[config.mk]
export PLATFORM = sky130hd
export DESIGN_NAME = colour_gradient_interpolator
export DESIGN_NICKNAME = d
export VERILOG_FILES = /design/src/hw/rtl/cgi_pkg.sv /design/src/hw/rtl/colour_gradient_interpolator.sv
export SDC_FILE = /design/constraint.sdc
export NUM_CORES = 2
export LEC_CHECK = 0
export BUFFER_PORTS_ARGS = -buffer_cell sky130_fd_sc_hd__buf_2
export CAP_MARGIN = 20
export CORE_MARGIN = 5
export CORE_UTILIZATION = 45
export CTS_CLUSTER_DIAMETER = 120
export DETAILED_ROUTE_END_ITERATION = 16
export PLACE_DENSITY = 0.71
export SLEW_MARGIN = 15
export SYNTH_ARGS = -nofsm -noshare
export SYNTH_HDL_FRONTEND = slang
export SYNTH_SLANG_ARGS = --single-unit
[constraint.sdc]
create_clock -name clk_i -period 17.5 [get_ports clk_i]
set_input_delay 3.5 -clock clk_i [delete_from_list [all_inputs] [get_ports clk_i]]
set_output_delay 3.5 -clock clk_i [all_outputs]
set_load 0.005 [all_outputs]
[src/hw/rtl/cgi_pkg.sv]
`default_nettype none

package cgi_pkg;

  // field widths
  localparam int unsigned COMP_W  = 16;  // one colour component
  localparam int unsigned IDXIN_W = 10;  // slot index of a query
  localparam int unsigned NC_W    = 11;  // num_colours register
  localparam int unsigned DEN_W   = 11;  // num_colours - 1
  localparam int unsigned NUM_W   = COMP_W + DEN_W;  // blend numerator
  localparam int unsigned NCOMP   = 3;   // red, green, blue
  localparam int unsigned STAT_W  = 2;

  localparam logic [NC_W-1:0] NC_RESET = 11'd256;

  // item kinds
  localparam logic MODE_LOAD  = 1'b0;
  localparam logic MODE_QUERY = 1'b1;

  // result status codes
  localparam logic [STAT_W-1:0] STATUS_OK    = 2'd0;
  localparam logic [STAT_W-1:0] STATUS_EMPTY = 2'd1;
  localparam logic [STAT_W-1:0] STATUS_CLAMP = 2'd2;
  localparam logic [STAT_W-1:0] STATUS_FULL  = 2'd3;

  // query sequencer
  typedef enum logic [2:0] {
    ST_IDLE,
    ST_MUL,
    ST_DIVP,
    ST_RD,
    ST_BLEND,
    ST_DINIT,
    ST_DIVB,
    ST_DONE
  } cgi_state_e;

endpackage

`default_nettype wire

[src/hw/rtl/colour_gradient_interpolator.sv]
`default_nettype none

// channel   | direction | handshake                    | payload
// ----------+-----------+------------------------------+-------------------------------------
// s_axis    | in        | s_axis_tvalid/s_axis_tready  | tdata: red, green, blue, colour_index
//           |           |                              | tuser: mode, first_stop
// m_axis    | out       | m_axis_tvalid/m_axis_tready  | tdata: out_red, out_green, out_blue
//           |           |                              | tuser: status
// cfg       | in        | cfg_valid_i/cfg_ready_o      | cfg_data_i: num_colours
//
// A load, and a query with no stops, go straight to the output register at the accepting edge.
// A query steps through the multiply and the bit-serial divide of the slot position, the stop
// read, the bit-serial blend multiply and the bit-serial blend divide, then waits for the output
// register; the three colour lanes run side by side.
// Reset clears the stop count, the sequencer and the output valid; the stop memory is not cleared.
// A stalled output holds its beat; a new beat is taken in the cycle the old one leaves.
module colour_gradient_interpolator
  import cgi_pkg::*;
#(
  parameter int unsigned MAX_STOPS = 16
) (
  input  wire logic                 clk_i,
  input  wire logic                 rst_ni,
  // input stream
  input  wire logic                 s_axis_tvalid,
  output      logic                 s_axis_tready,
  input  wire logic [63:0]          s_axis_tdata,   // red, green, blue, colour_index
  input  wire logic [1:0]           s_axis_tuser,   // mode, first_stop
  // result stream
  output      logic                 m_axis_tvalid,
  input  wire logic                 m_axis_tready,
  output      logic [47:0]          m_axis_tdata,   // out_red, out_green, out_blue
  output      logic [STAT_W-1:0]    m_axis_tuser,   // status
  // configuration
  input  wire logic                 cfg_valid_i,
  output      logic                 cfg_ready_o,
  input  wire logic [NC_W-1:0]      cfg_data_i
);

  // stop address width, stop count width, slot position width
  localparam int unsigned SW     = (MAX_STOPS > 1) ? $clog2(MAX_STOPS) : 1;
  localparam int unsigned CW     = $clog2(MAX_STOPS + 1);
  localparam int unsigned POS_W  = IDXIN_W + SW;
  localparam int unsigned STEP_W = $clog2(POS_W + COMP_W);
  localparam int unsigned ROW_W  = NCOMP * COMP_W;

  cgi_state_e state_q, state_d;

  logic [CW-1:0]      count_q, count_d;
  logic [NC_W-1:0]    num_colours_q;
  logic               out_valid_q, out_valid_d;
  logic [ROW_W-1:0]   out_data_q, out_data_d;
  logic [STAT_W-1:0]  out_status_q, out_status_d;
  logic               out_load;

  logic [STAT_W-1:0]  status_q, status_d;
  logic [IDXIN_W-1:0] idx_q, idx_d;
  logic [DEN_W-1:0]   den_q, den_d;
  logic [POS_W-1:0]   pos_q, pos_d;
  logic [DEN_W-1:0]   prem_q, prem_d;
  logic [STEP_W-1:0]  step_q, step_d;
  logic [DEN_W-1:0]   w0_q, w0_d;
  logic [DEN_W-1:0]   w1_q, w1_d;

  logic [NUM_W-1:0]   acc_q [NCOMP];
  logic [NUM_W-1:0]   acc_d [NCOMP];
  logic [DEN_W-1:0]   rem_q [NCOMP];
  logic [DEN_W-1:0]   rem_d [NCOMP];
  logic [COMP_W-1:0]  quo_q [NCOMP];
  logic [COMP_W-1:0]  quo_d [NCOMP];

  logic [ROW_W-1:0]   mem_q [MAX_STOPS];
  logic [ROW_W-1:0]   rd_lo_q;
  logic [ROW_W-1:0]   rd_hi_q;
  logic               mem_we;
  logic [SW-1:0]      wr_addr;
  logic [SW-1:0]      lo_addr;
  logic [SW-1:0]      hi_addr;

  logic               in_fire;
  logic               in_mode;
  logic               in_first;
  logic [IDXIN_W-1:0] in_idx;
  logic [DEN_W-1:0]   cur_den;
  logic [CW-1:0]      count_m1;
  logic [SW-1:0]      nm1;
  logic               table_full;

  // input fields and derived query values
  assign in_mode  = s_axis_tuser[0];
  assign in_first = s_axis_tuser[1];
  assign in_idx   = s_axis_tdata[ROW_W +: IDXIN_W];
  assign in_fire  = s_axis_tvalid && s_axis_tready;

  // input is taken only when idle and the output register is free or leaving
  assign s_axis_tready = (state_q == ST_IDLE) && (!out_valid_q || m_axis_tready);

  assign cur_den    = (num_colours_q < NC_W'(2)) ? DEN_W'(1) : DEN_W'(num_colours_q - NC_W'(1));
  assign count_m1   = count_q - CW'(1);
  assign nm1        = count_m1[SW-1:0];
  assign table_full = !in_first && (count_q == CW'(MAX_STOPS));
  assign wr_addr    = in_first ? '0 : count_q[SW-1:0];

  // neighbouring stops: quotient of the position divide and the next one up, held at the last stop
  assign lo_addr = pos_q[SW-1:0];
  assign hi_addr = (lo_addr == nm1) ? nm1 : SW'(lo_addr + SW'(1));

  assign cfg_ready_o   = 1'b1;
  assign m_axis_tvalid = out_valid_q;
  assign m_axis_tdata  = out_data_q;
  assign m_axis_tuser  = out_status_q;

  // sequencer and datapath next values
  always_comb begin
    logic [DEN_W:0]  ptmp;
    logic            pge;
    logic [DEN_W:0]  dtmp;
    logic            dge;
    logic [NUM_W-1:0] addend0;
    logic [NUM_W-1:0] addend1;

    ptmp    = '0;
    pge     = 1'b0;
    dtmp    = '0;
    dge     = 1'b0;
    addend0 = '0;
    addend1 = '0;

    state_d      = state_q;
    count_d      = count_q;
    status_d     = status_q;
    idx_d        = idx_q;
    den_d        = den_q;
    pos_d        = pos_q;
    prem_d       = prem_q;
    step_d       = step_q;
    w0_d         = w0_q;
    w1_d         = w1_q;
    out_load     = 1'b0;
    out_data_d   = out_data_q;
    out_status_d = out_status_q;
    mem_we       = 1'b0;
    for (int c = 0; c < NCOMP; c++) begin
      acc_d[c] = acc_q[c];
      rem_d[c] = rem_q[c];
      quo_d[c] = quo_q[c];
    end

    case (state_q)
      ST_IDLE: begin
        if (in_fire) begin
          if (in_mode == MODE_LOAD) begin
            out_load   = 1'b1;
            out_data_d = '0;
            if (table_full) begin
              out_status_d = STATUS_FULL;
            end else begin
              out_status_d = STATUS_OK;
              mem_we       = 1'b1;
              count_d      = in_first ? CW'(1) : CW'(count_q + CW'(1));
            end
          end else if (count_q == '0) begin
            out_load     = 1'b1;
            out_data_d   = '0;
            out_status_d = STATUS_EMPTY;
          end else begin
            den_d = cur_den;
            if ({1'b0, in_idx} > cur_den) begin
              idx_d    = cur_den[IDXIN_W-1:0];
              status_d = STATUS_CLAMP;
            end else begin
              idx_d    = in_idx;
              status_d = STATUS_OK;
            end
            state_d = ST_MUL;
          end
        end
      end

      // slot position = index * (stops - 1)
      ST_MUL: begin
        pos_d   = {{SW{1'b0}}, idx_q} * {{IDXIN_W{1'b0}}, nm1};
        prem_d  = '0;
        step_d  = '0;
        state_d = ST_DIVP;
      end

      // restoring divide of the position by den, one bit a cycle
      ST_DIVP: begin
        ptmp   = {prem_q, pos_q[POS_W-1]};
        pge    = ptmp >= {1'b0, den_q};
        prem_d = pge ? DEN_W'(ptmp - {1'b0, den_q}) : ptmp[DEN_W-1:0];
        pos_d  = {pos_q[POS_W-2:0], pge};
        step_d = STEP_W'(step_q + STEP_W'(1));
        if (step_q == STEP_W'(POS_W - 1)) begin
          state_d = ST_RD;
        end
      end

      // stop rows are read this cycle, weights set up
      ST_RD: begin
        w1_d   = prem_q;
        w0_d   = DEN_W'(den_q - prem_q);
        step_d = '0;
        for (int c = 0; c < NCOMP; c++) begin
          acc_d[c] = '0;
        end
        state_d = ST_BLEND;
      end

      // lo*(den-rem) + hi*rem, weight bits msb first
      ST_BLEND: begin
        for (int c = 0; c < NCOMP; c++) begin
          addend0  = w0_q[DEN_W-1] ? NUM_W'(rd_lo_q[c*COMP_W +: COMP_W]) : '0;
          addend1  = w1_q[DEN_W-1] ? NUM_W'(rd_hi_q[c*COMP_W +: COMP_W]) : '0;
          acc_d[c] = NUM_W'({acc_q[c][NUM_W-2:0], 1'b0} + addend0 + addend1);
        end
        w0_d   = {w0_q[DEN_W-2:0], 1'b0};
        w1_d   = {w1_q[DEN_W-2:0], 1'b0};
        step_d = STEP_W'(step_q + STEP_W'(1));
        if (step_q == STEP_W'(DEN_W - 1)) begin
          state_d = ST_DINIT;
        end
      end

      // quotient fits 16 bits, so the upper numerator bits start below den
      ST_DINIT: begin
        for (int c = 0; c < NCOMP; c++) begin
          rem_d[c] = acc_q[c][NUM_W-1:COMP_W];
          quo_d[c] = acc_q[c][COMP_W-1:0];
        end
        step_d  = '0;
        state_d = ST_DIVB;
      end

      // restoring divide of each lane by den
      ST_DIVB: begin
        for (int c = 0; c < NCOMP; c++) begin
          dtmp     = {rem_q[c], quo_q[c][COMP_W-1]};
          dge      = dtmp >= {1'b0, den_q};
          rem_d[c] = dge ? DEN_W'(dtmp - {1'b0, den_q}) : dtmp[DEN_W-1:0];
          quo_d[c] = {quo_q[c][COMP_W-2:0], dge};
        end
        step_d = STEP_W'(step_q + STEP_W'(1));
        if (step_q == STEP_W'(COMP_W - 1)) begin
          state_d = ST_DONE;
        end
      end

      ST_DONE: begin
        if (!out_valid_q || m_axis_tready) begin
          out_load     = 1'b1;
          out_data_d   = {quo_q[2], quo_q[1], quo_q[0]};
          out_status_d = status_q;
          state_d      = ST_IDLE;
        end
      end

      default: begin
        state_d = ST_IDLE;
      end
    endcase

    // output beat register
    if (out_load) begin
      out_valid_d = 1'b1;
    end else if (m_axis_tready) begin
      out_valid_d = 1'b0;
    end else begin
      out_valid_d = out_valid_q;
    end
  end

  // control state
  always_ff @(posedge clk_i or negedge rst_ni) begin
    if (!rst_ni) begin
      state_q       <= ST_IDLE;
      count_q       <= '0;
      out_valid_q   <= 1'b0;
      num_colours_q <= NC_RESET;
    end else begin
      state_q     <= state_d;
      count_q     <= count_d;
      out_valid_q <= out_valid_d;
      if (cfg_valid_i && cfg_ready_o) begin
        num_colours_q <= cfg_data_i;
      end
    end
  end

  // datapath registers
  always_ff @(posedge clk_i) begin
    status_q     <= status_d;
    idx_q        <= idx_d;
    den_q        <= den_d;
    pos_q        <= pos_d;
    prem_q       <= prem_d;
    step_q       <= step_d;
    w0_q         <= w0_d;
    w1_q         <= w1_d;
    out_data_q   <= out_data_d;
    out_status_q <= out_status_d;
    for (int c = 0; c < NCOMP; c++) begin
      acc_q[c] <= acc_d[c];
      rem_q[c] <= rem_d[c];
      quo_q[c] <= quo_d[c];
    end
  end

  // stop memory, one write port and two registered read ports
  always_ff @(posedge clk_i) begin
    if (mem_we) begin
      mem_q[wr_addr] <= s_axis_tdata[ROW_W-1:0];
    end
    if (state_q == ST_RD) begin
      rd_lo_q <= mem_q[lo_addr];
      rd_hi_q <= mem_q[hi_addr];
    end
  end

endmodule

`default_nettype wire
=== Word level (Yosys, flattened, before mapping) ===
Memories as Yosys holds them, arrays and structs flattened. A register that Yosys moved wholly into a read port is not among the register bits.
Index checks and enable logic that the tools add are counted.

* Bits in registers: 145
* Output and inout bits: 53
* Input port bits: 82
* Memories: 4
* Logic and storage cells: 139
* RAM bits: 930

* Equal/unequal tests: 20
* $lt $le $gt $ge: 6
* Multiply operators: 1
* Reductions and logical operators: 19
* Add/sub/neg operators: 16
* Multiplexer cells: 56
* Bitwise operators: 3

{| class="wikitable"
|+ Memories
! memory !! depth !! bits a word !! rd ports !! clocked after memory_dff !! write ports !! RTL line !! RTL
|-
| mem_q || 16 || 48 || 2 || 2 || 1 || colour_gradient_interpolator.sv:72 || <nowiki>logic [ROW_W-1:0] mem_q [MAX_STOPS];</nowiki>
|-
| acc_q || 3 || 27 || 3 || 0 || 3 || colour_gradient_interpolator.sv:65 || <nowiki>logic [NUM_W-1:0] acc_q [NCOMP];</nowiki>
|-
| quo_q || 3 || 16 || 3 || 0 || 3 || colour_gradient_interpolator.sv:69 || <nowiki>logic [COMP_W-1:0] quo_q [NCOMP];</nowiki>
|-
| rem_q || 3 || 11 || 3 || 0 || 3 || colour_gradient_interpolator.sv:67 || <nowiki>logic [DEN_W-1:0] rem_q [NCOMP];</nowiki>
|}

{| class="wikitable"
|+ Operators by type and width
! operator !! count
|-
| $mux 48 || 4
|-
| $pmux 48 s2 || 2
|-
| $add 27x16->27 || 6
|-
| $pmux 81 s2 || 1
|-
| $mux 16 || 6
|-
| $pmux 11 s2 || 3
|-
| $pmux 33 s2 || 1
|-
| $mux 11 || 5
|-
| $sub 11x11->11 || 5
|-
| $ge 12x11->1 || 4
|-
| $pmux 14 s2 || 1
|-
| $pmux 3 s8 || 1
|-
| $mux 3 || 7
|-
| $eq 5x4->1 const B || 3
|-
| $mul 10x4->14 || 1
|-
| $ne 2x2->1 const B || 7
|-
| $eq 3x3->1 const B || 4
|-
| $mux 1 || 12
|-
| $mux 2 || 6
|-
| $reduce_and 4->1 || 3
|-
| $gt 10x11->1 || 1
|-
| $lt 11x2->1 const B || 1
|-
| $sub 11x1->11 const B || 1
|-
| $add 5x1->5 const B || 2
|-
| other kinds (22) || 34
|}

=== Depth between registers and ports, before layout ===
* Depth after elaboration: 8
* Depth in mapped cells: 19
* Depth with buffers taken out: 17

=== Least setup slack after synthesis ===
OpenSTA, ideal clock, no wires.

* Path kind: input-to-reg
* Start: input s_axis_tuser[1]
* End: memory mem_q[1][0] in the netlist's numbering, enable pin
* Setup time: 0.573 ns
* Stages: 7
* Buffers on the path: 2
* Arrival: 9.132 ns
* Required time: 16.927 ns
* Setup slack: 7.795 ns
* Path through: clkbuf_1 > nor2_1 > and4_1 > nor2_1 > nand3_1 > clkbuf_1 > nor4_1

* Cells in the longest elaborated chain, start to end: 8
* Elaborated cells on any way between the ends: 9
* Classes of those cells: mux: 7; reduce/logical: 2

{| class="wikitable"
|+ Ends and longest elaborated chain
! what !! RTL line !! RTL
|-
| start: declaration || colour_gradient_interpolator.sv:28 || <nowiki>input wire logic [1:0] s_axis_tuser,</nowiki>
|-
| $logic_not 1->1 || colour_gradient_interpolator.sv:101 || <nowiki>assign table_full = !in_first && (count_q == CW'(MAX_STOPS));</nowiki>
|-
| $logic_and 1x1->1 || colour_gradient_interpolator.sv:101 ||
|-
| $mux 1 || colour_gradient_interpolator.sv:155 || <nowiki>if (table_full) begin</nowiki>
|-
| $mux 1 || colour_gradient_interpolator.sv:152 || <nowiki>if (in_mode == MODE_LOAD) begin</nowiki>
|-
| $mux 1 || colour_gradient_interpolator.sv:151 || <nowiki>if (in_fire) begin</nowiki>
|-
| $mux 1 || colour_gradient_interpolator.sv:149 || <nowiki>case (state_q)</nowiki>
|-
| $mux 1 || colour_gradient_interpolator.sv:312 || <nowiki>if (mem_we) begin</nowiki>
|-
| $mux 1 (implied by the code) || colour_gradient_interpolator.sv:313 || <nowiki>mem_q[wr_addr] <= s_axis_tdata[ROW_W-1:0];</nowiki>
|-
| end: declaration || colour_gradient_interpolator.sv:72 ||
|}

Several ways; a longest one is shown, not always the timed one.

=== Final worst setup path ===
* Start: input m_axis_tready
* End: output s_axis_tready

* Cells in the longest elaborated chain, start to end: 2

{| class="wikitable"
|+ Ends and longest elaborated chain
! what !! RTL line !! RTL
|-
| start: declaration || colour_gradient_interpolator.sv:31 || <nowiki>input wire logic m_axis_tready,</nowiki>
|-
| $logic_or 1x1->1 || colour_gradient_interpolator.sv:96 || <nowiki>assign s_axis_tready = (state_q == ST_IDLE) && (!out_valid_q || m_axis_tready);</nowiki>
|-
| $logic_and 1x1->1 || colour_gradient_interpolator.sv:96 ||
|-
| end: declaration || colour_gradient_interpolator.sv:26 || <nowiki>output logic s_axis_tready,</nowiki>
|}

Every way passes these cells.

==> qor.yml <==
ys_types: 79
yosys_register_bits: 1170
grt_util_met3: 0.03625
start_kind: "input port"
io_pins: 135
start_util: 0.4525
syn-instance-count: 4235
avgSynthCellArea_um2: 14.05
rsz0062_at_grt: "false"
path_clk_slew_ps: 60
dp_cells: 5952
synth_seq_area_share: 0.5890
area_delta_synth_final_pct: 11.10
hold_viol: 0
peakVddDrop_v: 0.0003214
crit_fanout: 4
ctsResizeCount: 0
whs_ps: 524.4
synthFlopType: "edfxtp_1"
grt_pass1_wl_mm: 224.1
grt_max_degree: 163
utilization: 0.5027
synth_area_um2: 59480
busiest_layer: "met2"
setup_ws_ps: 9655
ant_nets: 0
via_count: 36070
fin_worst_skew_ps: 35.50
routed_wl_mm: 148.1
vias_per_cell: 5.842
tightest_slew_ps: 1143
path_class: "in2out"
routedWlPerCell_um: 23.98
core_um2: 131500
max_slew_margin: 0.2383
final_nets: 4610
fin_tns_setup_ps: 0
post-route-drc-count: 0
antenna_found_initial: 24
synth_top_cells_by_area: "edfxtp_1, mux4_2, mux2i_1"
ctsRootBufferMaster: "clkbuf_16"
min_period_ps: 7845
rows: 133
ys.warnings.count: 0
cts_tree: "built"
grt_pass1_vias: 36280
global_route.usage.met2: 0.3526
max_cap_violations: 0
cts_sinks: 1170
met1_usage: 0.2747
max_freq_mhz: 127.5
hold_path.class: "reg2reg"
drive_gt1_frac: 0.1771
htreeDepth: 3
die_width_um: 373.6
drt_iter0_markers: 3517
routabilityCongestion: 0.8373
post_cts_buffers: 0
portBuffers: 127
yosys-top-cells-count: "edfxtp_1, nand2_1, mux2i_1, nor2_1, inv_1"
synth_top_area_share: 0.5806
die_h_um: 373.6
p_leak_uw: 0.02410
status: "finished clean"
fin_crit_sh: 0.4483
cp-end-kind: "output port"
synth.most_common_cell: "edfxtp_1"
powerDensity_nw_per_um2: 199.9
synth_largest_area_cell: "edfxtp_1"
slew_violations: 0
grt-ovfl-total: 0
clk_latency_ps: 740
cts_made_buffers: 117
worstPathArrival_ps: 4340
crit_required_ps: 14000
die-area_um2: 139600
place_hpwl_mm: 88.36
pre_cts_ws_ps: 9671
syn_nets: 4528
async_reset_ff_frac: 0.01709
synth-edff-count: 1150
track_usage: 0.2093
drt_pass1_iterations: 6
postCtsHoldBufs: 0
stdcell_count: 6174
clockBufferDepth: 3
setup_viol: 0
-- worst max-delay path, stage by stage --
cell	delay, ps
buf_2	90
nor2b_1	80
nor4_1	450
buf_2	220
-- worst paths after layout --
kind / start / end / slack, ps / depth (start not counted)
worst min register to register: pos_q[9] / pos_q[10] / 520 / 2
min in group asynchronous: rst_ni / count_q[2] / 2740 / 1
worst min-delay path: pos_q[9] / pos_q[10] / 520 / 2
max in group asynchronous: rst_ni / num_colours_q[8] / 14380 / 1
worst max-delay path: m_axis_tready / s_axis_tready / 9660 / 4
worst max register to register: count_q[0] / rd_hi_q[22] / 9990 / 14
-- metal layers --
layer / vias to the layer above / share of wire
met3: 311 / 0.075
met1: 18130 / 0.40
li1: 16260 / -
met5: - / 0.00084
met4: 16 / 0.036
met2: 1348 / 0.49
-- stage by stage --
stage               cell area [um^2]  total power (uW)
detailed placement             62160             10630
finish                         66090             13210
CTS                            66030             13200
global placement               62130             10510
floorplan                      59480              8965
global route                   66070             14020
-- cell type report --
cell class	instances	area, um^2
fillers	11000	65380
flip-flops and latches	1170	35030
multi-input cells	2587	22820
clock buffers	148	3197
well taps	1755	2196
repair buffers	194	1216
inverters	247	927.1
clock inverters	64	676.9
diodes	9	22.52
-- state kept, by name, summed over array words and instances (netlist names) --
name and cells:
prem_q 11, w1_q 11, m_axis_tvalid 1, m_axis_tdata 48, den_q 11, quo_q 48
num_colours_q 11, mem_q 768, state_q 3, w0_q 11, pos_q 14, m_axis_tuser 2
acc_q 81, rd_hi_q 48, rem_q 33, idx_q 10, rd_lo_q 48, count_q 5
step_q 5, status_q 1
-- kinds of logic after synthesis --
logic type	synth area share
AOI/OAI and AO/OA	0.06390
DFF	0.5890
muxes	0.1752
and+or+nand+nor	0.07331
adders and majority gates	0.05309
other	0.00006304
buffers and inverters	0.03134
xor gates and xnor gates	0.01407
-- report_power, final --
group          total, uW  switching (uW)  internal (uW)  leakage, uW
Clock               2540            1070           1480      0.00188
Combinational       6680            4000           2670       0.0115
Sequential          3990             218           3770       0.0107
Total              13200            5290           7920       0.0241
-- layout by cell type, fill, tap and decap left out, types with 25 or more instances in the layout --
cell type,netlist,final
o221ai_1,50,50
buf_4,2,62
ha_1,142,142
nor2b_1,53,52
fa_1,69,69
or3_1,26,26
clkbuf_16,0,119
buf_2,44,127
and3_1,26,25
mux2_2,109,109
xor2_1,36,36
mux4_2,240,240
a21oi_1,190,190
a21o_1,36,36
inv_1,246,246
xnor2_1,57,57
nand2_1,369,365
and2_1,68,66
o21ai_0,158,155
mux2i_1,364,363
nor3_1,42,42
nor2_1,275,258
nand3_1,36,36
edfxtp_1,1150,1150
a32oi_1,48,48
No activity file was read; power rests on OpenSTA's default activity.
